<file path="config.mk">
export PLATFORM = sky130hd
export DESIGN_NAME = thresholded_window_level_to_db_flat
export DESIGN_NICKNAME = d
export VERILOG_FILES = /design/src/rtl/twl_pkg.sv /design/src/rtl/twl_sample_if.sv /design/src/rtl/twl_level_if.sv /design/src/rtl/twl_regs.sv /design/src/rtl/twl_div.sv /design/src/rtl/thresholded_window_level_to_db.sv /design/src/flat_wrapper.sv
export SDC_FILE = /design/constraint.sdc
export NUM_CORES = 1
export LEC_CHECK = 0
export ABC_CLOCK_PERIOD_IN_PS = 10000
export BUFFER_PORTS_ARGS = -buffer_cell sky130_fd_sc_hd__buf_2
export CORE_MARGIN = 8
export CORE_UTILIZATION = 45
export DETAILED_ROUTE_END_ITERATION = 8
export GPL_ROUTABILITY_DRIVEN = 0
export GPL_TIMING_DRIVEN = 0
export PLACE_DENSITY_LB_ADDON = 0.15
export SKIP_CTS_REPAIR_TIMING = 1
export SYNTH_ARGS = -nofsm -noshare
export SYNTH_HDL_FRONTEND = slang
export SYNTH_SLANG_ARGS = --single-unit
</file>
<file path="constraint.sdc">
create_clock -name i_clk -period 10 [get_ports i_clk]
set_input_delay 1 -clock i_clk [delete_from_list [all_inputs] [get_ports i_clk]]
set_output_delay 1 -clock i_clk [all_outputs]
set_load 0.01 [all_outputs]
</file>
<file path="src/rtl/twl_pkg.sv">
// ----------------------------------------------------------------------------
// twl_pkg
// Register map, reset values and dB map coefficients of the level meter.
// ----------------------------------------------------------------------------
package twl_pkg;

    localparam int CFG_W  = 12;
    localparam int WLEN_W = 13;
    localparam int LEVEL_W = 12;
    localparam int DB_W   = 8;
    localparam int PADDR_W = 4;
    localparam int PDATA_W = 32;

    localparam logic [CFG_W-1:0]  RST_THRESHOLD  = 12'd1887;
    localparam logic [WLEN_W-1:0] RST_WINDOW_LEN = 13'd2000;
    localparam logic [CFG_W-1:0]  RST_OFFSET     = 12'd0;
    localparam logic [CFG_W-1:0]  RST_BREAKPOINT = 12'd1965;

    // Q16 coefficients of the two-segment map
    localparam logic [15:0] STEEP_GAIN   = 16'd46365;
    localparam logic [15:0] SHALLOW_GAIN = 16'd933;
    localparam logic [26:0] STEEP_BIAS   = 27'd86500966;
    localparam logic [26:0] SHALLOW_BIAS = 27'd3201434;
    localparam int BIAS_W = 27;

    typedef enum logic [1:0] {
        REG_THRESHOLD     = 2'd0,
        REG_WINDOW_LENGTH = 2'd1,
        REG_LEVEL_OFFSET  = 2'd2,
        REG_BREAKPOINT    = 2'd3
    } t_reg_idx;

    typedef struct packed {
        logic [CFG_W-1:0]  threshold;
        logic [WLEN_W-1:0] window_length;
        logic [CFG_W-1:0]  level_offset;
        logic [CFG_W-1:0]  breakpoint;
    } t_cfg;

    typedef struct packed {
        logic busy;
        logic done;
    } t_div_stat;

endpackage

</file>
<file path="src/rtl/twl_sample_if.sv">
// ----------------------------------------------------------------------------
// twl_sample_if
// Valid/ready channel carrying one converter sample per transaction.
// ----------------------------------------------------------------------------
interface twl_sample_if #(
    parameter int SAMPLE_BITS = 12
);
    logic                   valid;
    logic                   ready;
    logic [SAMPLE_BITS-1:0] sample;

    modport source (output valid, output sample, input ready);
    modport sink   (input valid, input sample, output ready);
endinterface

</file>
<file path="src/rtl/twl_level_if.sv">
// ----------------------------------------------------------------------------
// twl_level_if
// Valid/ready channel carrying one window result per transaction.
// ----------------------------------------------------------------------------
interface twl_level_if;
    logic        valid;
    logic        ready;
    logic [11:0] adc_level;
    logic [7:0]  level_db;
    logic        empty_window;

    modport source (output valid, output adc_level, output level_db,
                    output empty_window, input ready);
    modport sink   (input valid, input adc_level, input level_db,
                    input empty_window, output ready);
endinterface

</file>
<file path="src/rtl/twl_regs.sv">
// ----------------------------------------------------------------------------
// twl_regs
// APB configuration registers: threshold, window length, offset, breakpoint.
// ----------------------------------------------------------------------------
module twl_regs (
    input  logic                          i_clk,
    input  logic                          i_rst_n,
    input  logic                          psel,
    input  logic                          penable,
    input  logic                          pwrite,
    input  logic [twl_pkg::PADDR_W-1:0]   paddr,
    input  logic [twl_pkg::PDATA_W-1:0]   pwdata,
    output logic [twl_pkg::PDATA_W-1:0]   prdata,
    output logic                          pready,
    output twl_pkg::t_cfg                 o_cfg
);
    import twl_pkg::*;

    t_cfg     r_cfg;
    t_reg_idx reg_idx;
    logic     wr_en;

    assign reg_idx = t_reg_idx'(paddr[PADDR_W-1:2]);
    assign wr_en   = psel && penable && pwrite;
    assign pready  = 1'b1;
    assign o_cfg   = r_cfg;

    always_ff @(posedge i_clk) begin
        if (!i_rst_n) begin
            r_cfg.threshold     <= RST_THRESHOLD;
            r_cfg.window_length <= RST_WINDOW_LEN;
            r_cfg.level_offset  <= RST_OFFSET;
            r_cfg.breakpoint    <= RST_BREAKPOINT;
        end else if (wr_en) begin
            case (reg_idx)
                REG_THRESHOLD:     r_cfg.threshold     <= pwdata[CFG_W-1:0];
                REG_WINDOW_LENGTH: r_cfg.window_length <= pwdata[WLEN_W-1:0];
                REG_LEVEL_OFFSET:  r_cfg.level_offset  <= pwdata[CFG_W-1:0];
                REG_BREAKPOINT:    r_cfg.breakpoint    <= pwdata[CFG_W-1:0];
                default: ;
            endcase
        end
    end

    always_comb begin
        case (reg_idx)
            REG_THRESHOLD:     prdata = PDATA_W'(r_cfg.threshold);
            REG_WINDOW_LENGTH: prdata = PDATA_W'(r_cfg.window_length);
            REG_LEVEL_OFFSET:  prdata = PDATA_W'(r_cfg.level_offset);
            REG_BREAKPOINT:    prdata = PDATA_W'(r_cfg.breakpoint);
            default:           prdata = '0;
        endcase
    end

endmodule

</file>
<file path="src/rtl/twl_div.sv">
// ----------------------------------------------------------------------------
// twl_div
// Restoring divider, one quotient bit per cycle. The caller guarantees the
// quotient fits in Q_W bits, i.e. the upper dividend bits are below divisor.
// ----------------------------------------------------------------------------
module twl_div #(
    parameter int DVD_W = 24,
    parameter int DIV_W = 13,
    parameter int Q_W   = 12
) (
    input  logic               i_clk,
    input  logic               i_rst_n,
    input  logic               i_start,
    input  logic [DVD_W-1:0]   i_dividend,
    input  logic [DIV_W-1:0]   i_divisor,
    output logic [Q_W-1:0]     o_quotient,
    output twl_pkg::t_div_stat o_stat
);
    import twl_pkg::*;

    localparam int STEP_W = $clog2(Q_W + 1);

    logic [DIV_W-1:0]  r_rem;
    logic [DIV_W-1:0]  r_div;
    logic [Q_W-1:0]    r_lo;
    logic [Q_W-1:0]    r_quo;
    logic [STEP_W-1:0] r_step;
    logic              r_busy;
    logic              r_done;
    logic [DIV_W:0]    trial;
    logic [DIV_W:0]    diff;
    logic              fits;

    assign trial = {r_rem, r_lo[Q_W-1]};
    assign fits  = trial >= {1'b0, r_div};
    assign diff  = trial - {1'b0, r_div};

    always_ff @(posedge i_clk) begin
        if (!i_rst_n) begin
            r_busy <= 1'b0;
            r_done <= 1'b0;
            r_step <= '0;
        end else begin
            r_done <= 1'b0;
            if (i_start) begin
                r_busy <= 1'b1;
                r_step <= STEP_W'(Q_W);
            end else if (r_busy) begin
                r_step <= r_step - 1'b1;
                if (r_step == STEP_W'(1)) begin
                    r_busy <= 1'b0;
                    r_done <= 1'b1;
                end
            end
        end
    end

    always_ff @(posedge i_clk) begin
        if (i_start) begin
            r_rem <= i_dividend[DVD_W-1:Q_W];
            r_lo  <= i_dividend[Q_W-1:0];
            r_div <= i_divisor;
        end else if (r_busy) begin
            r_rem <= fits ? diff[DIV_W-1:0] : trial[DIV_W-1:0];
            r_lo  <= {r_lo[Q_W-2:0], 1'b0};
            r_quo <= {r_quo[Q_W-2:0], fits};
        end
    end

    assign o_quotient  = r_quo;
    assign o_stat.busy = r_busy;
    assign o_stat.done = r_done;

endmodule

</file>
<file path="src/rtl/thresholded_window_level_to_db.sv">
// ----------------------------------------------------------------------------
// thresholded_window_level_to_db
// Window level meter: thresholded mean of samples, mapped to decibels.
// ----------------------------------------------------------------------------
// Usage:
//   Samples arrive on i_sample_if (valid/ready). Samples strictly above the
//   threshold register are summed and counted over window_length samples.
//   A sample that does not close a window is taken and the input stays ready.
//   The sample closing a window starts the result computation; the input is
//   not ready until the result is placed in the output register.
//   A non-empty window result goes through the divider, which yields one
//   quotient bit per cycle, then the offset, multiply and map steps. An
//   empty window result skips the divider and those steps. The input is
//   ready again as the result loads.
//   Results leave on o_level_if (valid/ready) from an output register; while
//   the receiver stalls the input keeps taking samples until the next window
//   result is ready, which then waits for the register to drain.
//   Configuration is written through the APB port, pready always high.
//   Synchronous reset clears the window and restores register defaults.
// ----------------------------------------------------------------------------
module thresholded_window_level_to_db #(
    parameter int MAX_WINDOW  = 4096,
    parameter int SAMPLE_BITS = 12
) (
    input  logic                        i_clk,
    input  logic                        i_rst_n,
    twl_sample_if.sink                  i_sample_if,
    twl_level_if.source                 o_level_if,
    input  logic                        psel,
    input  logic                        penable,
    input  logic                        pwrite,
    input  logic [twl_pkg::PADDR_W-1:0] paddr,
    input  logic [twl_pkg::PDATA_W-1:0] pwdata,
    output logic [twl_pkg::PDATA_W-1:0] prdata,
    output logic                        pready
);
    import twl_pkg::*;

    localparam int SB   = SAMPLE_BITS;
    localparam int IW   = $clog2(MAX_WINDOW + 1);
    localparam int SW   = SB + IW;
    localparam int CW   = (SB > CFG_W) ? SB : CFG_W;
    localparam int PW   = 16 + SB;
    localparam int YW   = ((PW > BIAS_W) ? PW : BIAS_W) + 2;

    typedef enum logic [5:0] {
        S_IDLE = 6'b000001,
        S_DIV  = 6'b000010,
        S_OFFS = 6'b000100,
        S_MUL  = 6'b001000,
        S_MAP  = 6'b010000,
        S_OUT  = 6'b100000
    } t_state;

    t_cfg      cfg;
    t_div_stat div_stat;
    t_state    r_state, n_state;

    logic [SW-1:0]  r_sum, n_sum;
    logic [IW-1:0]  r_cnt, n_cnt;
    logic [IW-1:0]  r_idx, n_idx;
    logic [SB-1:0]  r_mean;
    logic [SB-1:0]  r_v;
    logic           r_steep;
    logic [PW-1:0]  r_prod;
    logic [LEVEL_W-1:0] r_res_level;
    logic [DB_W-1:0]    r_res_db;
    logic               r_res_empty;
    logic               r_out_valid;
    logic [LEVEL_W-1:0] r_out_level;
    logic [DB_W-1:0]    r_out_db;
    logic               r_out_empty;

    logic [SB-1:0]  sample;
    logic           in_fire;
    logic           hit;
    logic [31:0]    eff_len;
    logic           close;
    logic           div_start;
    logic [SB-1:0]  quotient;
    logic [CW-1:0]  mean_x, offs_x;
    logic [SB-1:0]  v_next;
    logic [YW-1:0]  y;
    logic [DB_W-1:0] db_next;
    logic           out_free;

    twl_regs u_regs (
        .i_clk   (i_clk),
        .i_rst_n (i_rst_n),
        .psel    (psel),
        .penable (penable),
        .pwrite  (pwrite),
        .paddr   (paddr),
        .pwdata  (pwdata),
        .prdata  (prdata),
        .pready  (pready),
        .o_cfg   (cfg)
    );

    twl_div #(
        .DVD_W (SW),
        .DIV_W (IW),
        .Q_W   (SB)
    ) u_div (
        .i_clk      (i_clk),
        .i_rst_n    (i_rst_n),
        .i_start    (div_start),
        .i_dividend (n_sum),
        .i_divisor  (n_cnt),
        .o_quotient (quotient),
        .o_stat     (div_stat)
    );

    assign sample            = i_sample_if.sample;
    assign i_sample_if.ready = (r_state == S_IDLE);
    assign in_fire           = i_sample_if.valid && i_sample_if.ready;
    assign hit               = CW'(sample) > CW'(cfg.threshold);
    assign out_free          = !r_out_valid || o_level_if.ready;

    always_comb begin
        if (cfg.window_length == '0) begin
            eff_len = 32'd1;
        end else if (32'(cfg.window_length) > 32'(MAX_WINDOW)) begin
            eff_len = 32'(MAX_WINDOW);
        end else begin
            eff_len = 32'(cfg.window_length);
        end
    end

    assign n_sum     = hit ? (r_sum + SW'(sample)) : r_sum;
    assign n_cnt     = hit ? (r_cnt + 1'b1) : r_cnt;
    assign n_idx     = r_idx + 1'b1;
    assign close     = 32'(n_idx) >= eff_len;
    assign div_start = in_fire && close && (n_cnt != '0);

    // offset subtraction, saturating at zero
    assign mean_x = CW'(r_mean);
    assign offs_x = CW'(cfg.level_offset);
    assign v_next = (mean_x > offs_x) ? SB'(mean_x - offs_x) : '0;

    always_comb begin
        if (r_steep) begin
            y = YW'(r_prod) - YW'(STEEP_BIAS);
        end else begin
            y = YW'(r_prod) + YW'(SHALLOW_BIAS);
        end
        if (y[YW-1] || (y == '0)) begin
            db_next = '0;
        end else if (y[YW-1:24] != '0) begin
            db_next = '1;
        end else begin
            db_next = y[23:16];
        end
    end

    always_comb begin
        n_state = r_state;
        case (r_state)
            S_IDLE: begin
                if (in_fire && close) begin
                    n_state = (n_cnt == '0) ? S_OUT : S_DIV;
                end
            end
            S_DIV:   if (div_stat.done) n_state = S_OFFS;
            S_OFFS:  n_state = S_MUL;
            S_MUL:   n_state = S_MAP;
            S_MAP:   n_state = S_OUT;
            S_OUT:   if (out_free) n_state = S_IDLE;
            default: n_state = S_IDLE;
        endcase
    end

    always_ff @(posedge i_clk) begin
        if (!i_rst_n) begin
            r_state     <= S_IDLE;
            r_sum       <= '0;
            r_cnt       <= '0;
            r_idx       <= '0;
            r_out_valid <= 1'b0;
        end else begin
            r_state <= n_state;
            if (in_fire) begin
                if (close) begin
                    r_sum <= '0;
                    r_cnt <= '0;
                    r_idx <= '0;
                end else begin
                    r_sum <= n_sum;
                    r_cnt <= n_cnt;
                    r_idx <= n_idx;
                end
            end
            if ((r_state == S_OUT) && out_free) begin
                r_out_valid <= 1'b1;
            end else if (o_level_if.ready) begin
                r_out_valid <= 1'b0;
            end
        end
    end

    always_ff @(posedge i_clk) begin
        if ((r_state == S_IDLE) && in_fire && close && (n_cnt == '0)) begin
            r_res_level <= '0;
            r_res_db    <= '0;
            r_res_empty <= 1'b1;
        end
        if ((r_state == S_DIV) && div_stat.done) begin
            r_mean <= quotient;
        end
        if (r_state == S_OFFS) begin
            r_v     <= v_next;
            r_steep <= CW'(v_next) < CW'(cfg.breakpoint);
        end
        if (r_state == S_MUL) begin
            r_prod <= (r_steep ? PW'(STEEP_GAIN) : PW'(SHALLOW_GAIN)) * PW'(r_v);
        end
        if (r_state == S_MAP) begin
            r_res_level <= LEVEL_W'(r_mean);
            r_res_db    <= db_next;
            r_res_empty <= 1'b0;
        end
        if ((r_state == S_OUT) && out_free) begin
            r_out_level <= r_res_level;
            r_out_db    <= r_res_db;
            r_out_empty <= r_res_empty;
        end
    end

    assign o_level_if.valid        = r_out_valid;
    assign o_level_if.adc_level    = r_out_level;
    assign o_level_if.level_db     = r_out_db;
    assign o_level_if.empty_window = r_out_empty;

endmodule

</file>
<file path="src/flat_wrapper.sv">
// flat-port wrapper written by rule: the top's interface ports become plain ports
module thresholded_window_level_to_db_flat import twl_pkg::*;
#(
    parameter int MAX_WINDOW  = 4096,
    parameter int SAMPLE_BITS = 12
)
  (i_clk, i_rst_n, psel, penable, pwrite, paddr, pwdata, prdata, pready, i_sample_if_valid, i_sample_if_sample, i_sample_if_ready, o_level_if_valid, o_level_if_adc_level, o_level_if_level_db, o_level_if_empty_window, o_level_if_ready);
  twl_sample_if #(.SAMPLE_BITS(SAMPLE_BITS)) i_sample_if_i ();
  twl_level_if o_level_if_i ();
  input  logic i_clk;
  input  logic i_rst_n;
  input  logic psel;
  input  logic penable;
  input  logic pwrite;
  input  logic [twl_pkg::PADDR_W-1:0] paddr;
  input  logic [twl_pkg::PDATA_W-1:0] pwdata;
  output logic [twl_pkg::PDATA_W-1:0] prdata;
  output logic pready;
  input wire logic [$bits(i_sample_if_i.valid)-1:0] i_sample_if_valid;
  input wire logic [$bits(i_sample_if_i.sample)-1:0] i_sample_if_sample;
  output wire logic [$bits(i_sample_if_i.ready)-1:0] i_sample_if_ready;
  output wire logic [$bits(o_level_if_i.valid)-1:0] o_level_if_valid;
  output wire logic [$bits(o_level_if_i.adc_level)-1:0] o_level_if_adc_level;
  output wire logic [$bits(o_level_if_i.level_db)-1:0] o_level_if_level_db;
  output wire logic [$bits(o_level_if_i.empty_window)-1:0] o_level_if_empty_window;
  input wire logic [$bits(o_level_if_i.ready)-1:0] o_level_if_ready;
  assign i_sample_if_i.valid = i_sample_if_valid;
  assign i_sample_if_i.sample = i_sample_if_sample;
  assign i_sample_if_ready = i_sample_if_i.ready;
  assign o_level_if_valid = o_level_if_i.valid;
  assign o_level_if_adc_level = o_level_if_i.adc_level;
  assign o_level_if_level_db = o_level_if_i.level_db;
  assign o_level_if_empty_window = o_level_if_i.empty_window;
  assign o_level_if_i.ready = o_level_if_ready;
  thresholded_window_level_to_db #(.MAX_WINDOW(MAX_WINDOW), .SAMPLE_BITS(SAMPLE_BITS)) u_core (.i_clk(i_clk), .i_rst_n(i_rst_n), .i_sample_if(i_sample_if_i), .o_level_if(o_level_if_i), .psel(psel), .penable(penable), .pwrite(pwrite), .paddr(paddr), .pwdata(pwdata), .prdata(prdata), .pready(pready));
endmodule
</file>
==> impl_metrics.toml <==
[finish]
nets = 2308
multi_input_area_mm2 = 0.0107
fillers = 3727
drive_gt1_share_pct = 9.36
layout_common_cells = "inv_1 (242), nand2_1 (187), ha_1 (164)"
fin_cells = 2552
area_growth_pct = 12.0
final_common_cell = "inv_1"
register_area_mm2 = 0.00658

[route]
avgRoutedWirePerCell_um = 17.5
viasPerCell = 5.31
drt_iter0_drc = 737
wl_um = 44700
drtPass1Iterations = 5
vias = 13545
drtAntennaViolNets = 0
drc = 0

[status]
status = "finished, final reports clean"

[synthesis]
ys_seq_area_share_pct = 35.7
ys.flop_type = "edfxtp_1"
async_reset_ff_share_pct = 0
ys_types = 76
netlist_area_mm2 = 0.0184
syn_area_per_cell_um2 = 9.87
synth_seq_cells = 257
synth_cells = 1866
synth_edf_count = 143
ys_warn_count = 0

[timing]
final.setup.tns_ns = 0
rsz0062_at_grt = "false"
tightest_slew_ns = 1.21
drv_slew = 0
finalCriticalPeriod_ns = 7.64
skew_ns = 0.0484
clock.fmax_mhz = 131
setup_viol = 0
fin_crit_sh_pct = 76.4
slew_headroom_pct = 19.6
hold_violations = 0

[clock_tree]
clock-sinks = 257
htree_levels = 1
cts_tree = "yes"
numCtsBuffers = 30
cts_root_buffer = "clkbuf_16"
clk_latency_ns = 0.61
cts_buffer_depth = 3
clk_pin_slew_worst_paths_ns = 0.07

[worst_setup_path]
worstPathMaxFanout = 10
start_kind = "register"
cp.required_ns = 10.32
cp-end-kind = "register"
slowest_delay_ns = 0.56
critPathSlowestCell = "fa_1"
critPathKind = "register to register"
critPathArrivalTime_ns = 7.95
crit_chain = "clkbuf_1 > clkbuf_1 > clkbuf_1 > and2_1 > fa_1 > ha_1 > inv_1 > fa_1 > inv_1 > fa_1 > inv_1 > fa_1 > inv_1 > ha_1 > a2111oi_0 > a22oi_1 > a221oi_1 > o21ai_0 > o41a_1 > a211o_1 > a21oi_1 > xnor2_1"

[floorplanning]
initial_core_util_pct = 45.3
die-height_um = 218
core_mm2 = 0.0406
die_w_um = 218
rows = 74
io-pin-count = 111
die_area_mm2 = 0.0477

[placed_design]
dp_hpwl_um = 35400
port_buffers = 69
dp_cells = 2495

[global_route]
antenna_found_initial = 0
grt_usage_pct = 18.7
grt_max_degree = 28
grt.overflow.total = 0
first_global_vias = 13803
grt_pass1_wl_um = 72200

[hold_path]
hold_path_class = "register to register"

[power_and_ir_drop]
ir_drop_uv = 131
p_leak_nw = 8.90
p_per_area_mw_per_mm2 = 122

[job]
drv_cap = 0
[power by group]
part           leakage, nW  switching [mW]  internal, mW
registers             2.08         0.00810          1.12
logic                 6.30           0.123        0.0864
clock network        0.519           0.467         0.707
[layer usage]
metal / vias up / global-route usage (%) / part of all wire (%)
met4: 0 / 5.78 / 3.0
met2: 301 / 32.5 / 48
met5: - / 0 / 0
li1: 6667 / - / -
met3: 82 / 2.34 / 3.9
met1: 6495 / 24.0 / 45
[sequential cells by signal, summed over array words and instances, names as in the netlist, 4 cells and up]
register,flops
u_core.mean_x,12
u_core.o_level_if.adc_level,12
u_core.o_level_if.level_db,8
u_core.r_cnt,13
u_core.r_idx,13
u_core.r_prod,27
u_core.r_res_db,8
u_core.r_res_level,12
u_core.r_state,6
u_core.r_sum,25
u_core.r_v,12
u_core.u_div.o_quotient,12
u_core.u_div.r_div,13
u_core.u_div.r_lo,12
u_core.u_div.r_rem,13
u_core.u_div.r_step,4
u_core.u_regs.o_cfg,49
[synth_stat cells (9+ instances only)]
cell type  count  area share, %
a21boi_0      39            1.6
mux4_2        12            1.5
a22oi_1       15           0.61
nor4_1         9           0.31
and2_1        27           0.92
o21a_1        22           0.90
xnor2_1       53            2.5
and3_1        26           0.88
fa_1          94             10
o21ai_0       60            1.6
nand2b_1      12           0.41
nand4_1       11           0.37
inv_1        242            4.9
nand2_1      187            3.8
mux2i_1       42            2.3
nor2b_1       54            1.8
nor3b_1        9           0.37
nand3_1       43            1.2
dfxtp_1      114             12
edfxtp_1     143             23
xor2_1        44            2.1
nor3_1        34           0.92
o211ai_1      27            1.1
a21o_1        15           0.61
clkbuf_1      50            1.0
nor2_1        74            1.5
nand3b_1      21           0.86
a21oi_1       72            2.0
buf_4         22           0.90
ha_1         164             11
[critical path: cells and delay by family, from the launching register on]
family	cells	cell delay [ns]
XOR/XNOR	1	0.08
buffers and inverters	7	1.54
AO/OA/AOI/OAI	7	2.34
adder cells (fa/ha/maj)	6	2.63
AND/OR/NAND/NOR	1	0.40
flip-flops	1	0.40
[cell families (layout without fill, tap and decap cells)]
| kind of cell | count (synthesis) | after routing | share of synthesized area, % |
|---|---|---|---|
| flip-flops | 257 | 257 | 35.7 |
| multiplexers | 67 | 67 | 4.69 |
| AO/OA/AOI/OAI | 323 | 323 | 11.6 |
| adder cells (fa/ha/maj) | 258 | 258 | 21.4 |
| other | 2 | 29 | 0.0408 |
| buffers and inverters | 320 | 447 | 7.01 |
| XOR/XNOR | 97 | 97 | 4.61 |
| AND/OR/NAND/NOR | 542 | 542 | 15.0 |
[stage by stage]
step	instance area, um^2	setup slack [ns]	hold slack (ns)	util (%)	power [mW]
after floorplan	18500	3.85	0.400	-	1.29
after global placement	19500	2.51	0.404	48.0	1.35
after detailed placement	19600	2.41	0.405	48.1	1.36
after CTS	20600	2.42	0.417	50.8	2.54
after global routing	20600	1.92	0.419	50.8	2.60
final	20600	2.36	0.414	50.8	2.51
[final cells by class]
cell class,instances,area share [%]
Inverter,242,4.40
Clock inverter,19,1.27
Clock buffer,37,3.91
Sequential cell,257,31.9
Multi-Input combinational cell,1315,51.6
Buffer,78,1.86
Antenna cell,1,0.0121
Timing Repair Buffer,71,1.84
Tap cell,532,3.23
[path summary, 6_finish.rpt]
check | startpoint | end | slack [ns] | depth (start not counted)
hold reg to reg | u_core.r_res_level[11] | u_core.o_level_if.adc_level[11] | 0.41 | 0
setup reg to reg | u_core.r_steep | u_core.r_prod[26] | 2.36 | 22
setup / recovery | u_core.r_steep | u_core.r_prod[26] | 2.36 | 22
hold / removal | u_core.r_res_level[11] | u_core.o_level_if.adc_level[11] | 0.41 | 0
No activity file was read; power rests on OpenSTA's default activity.
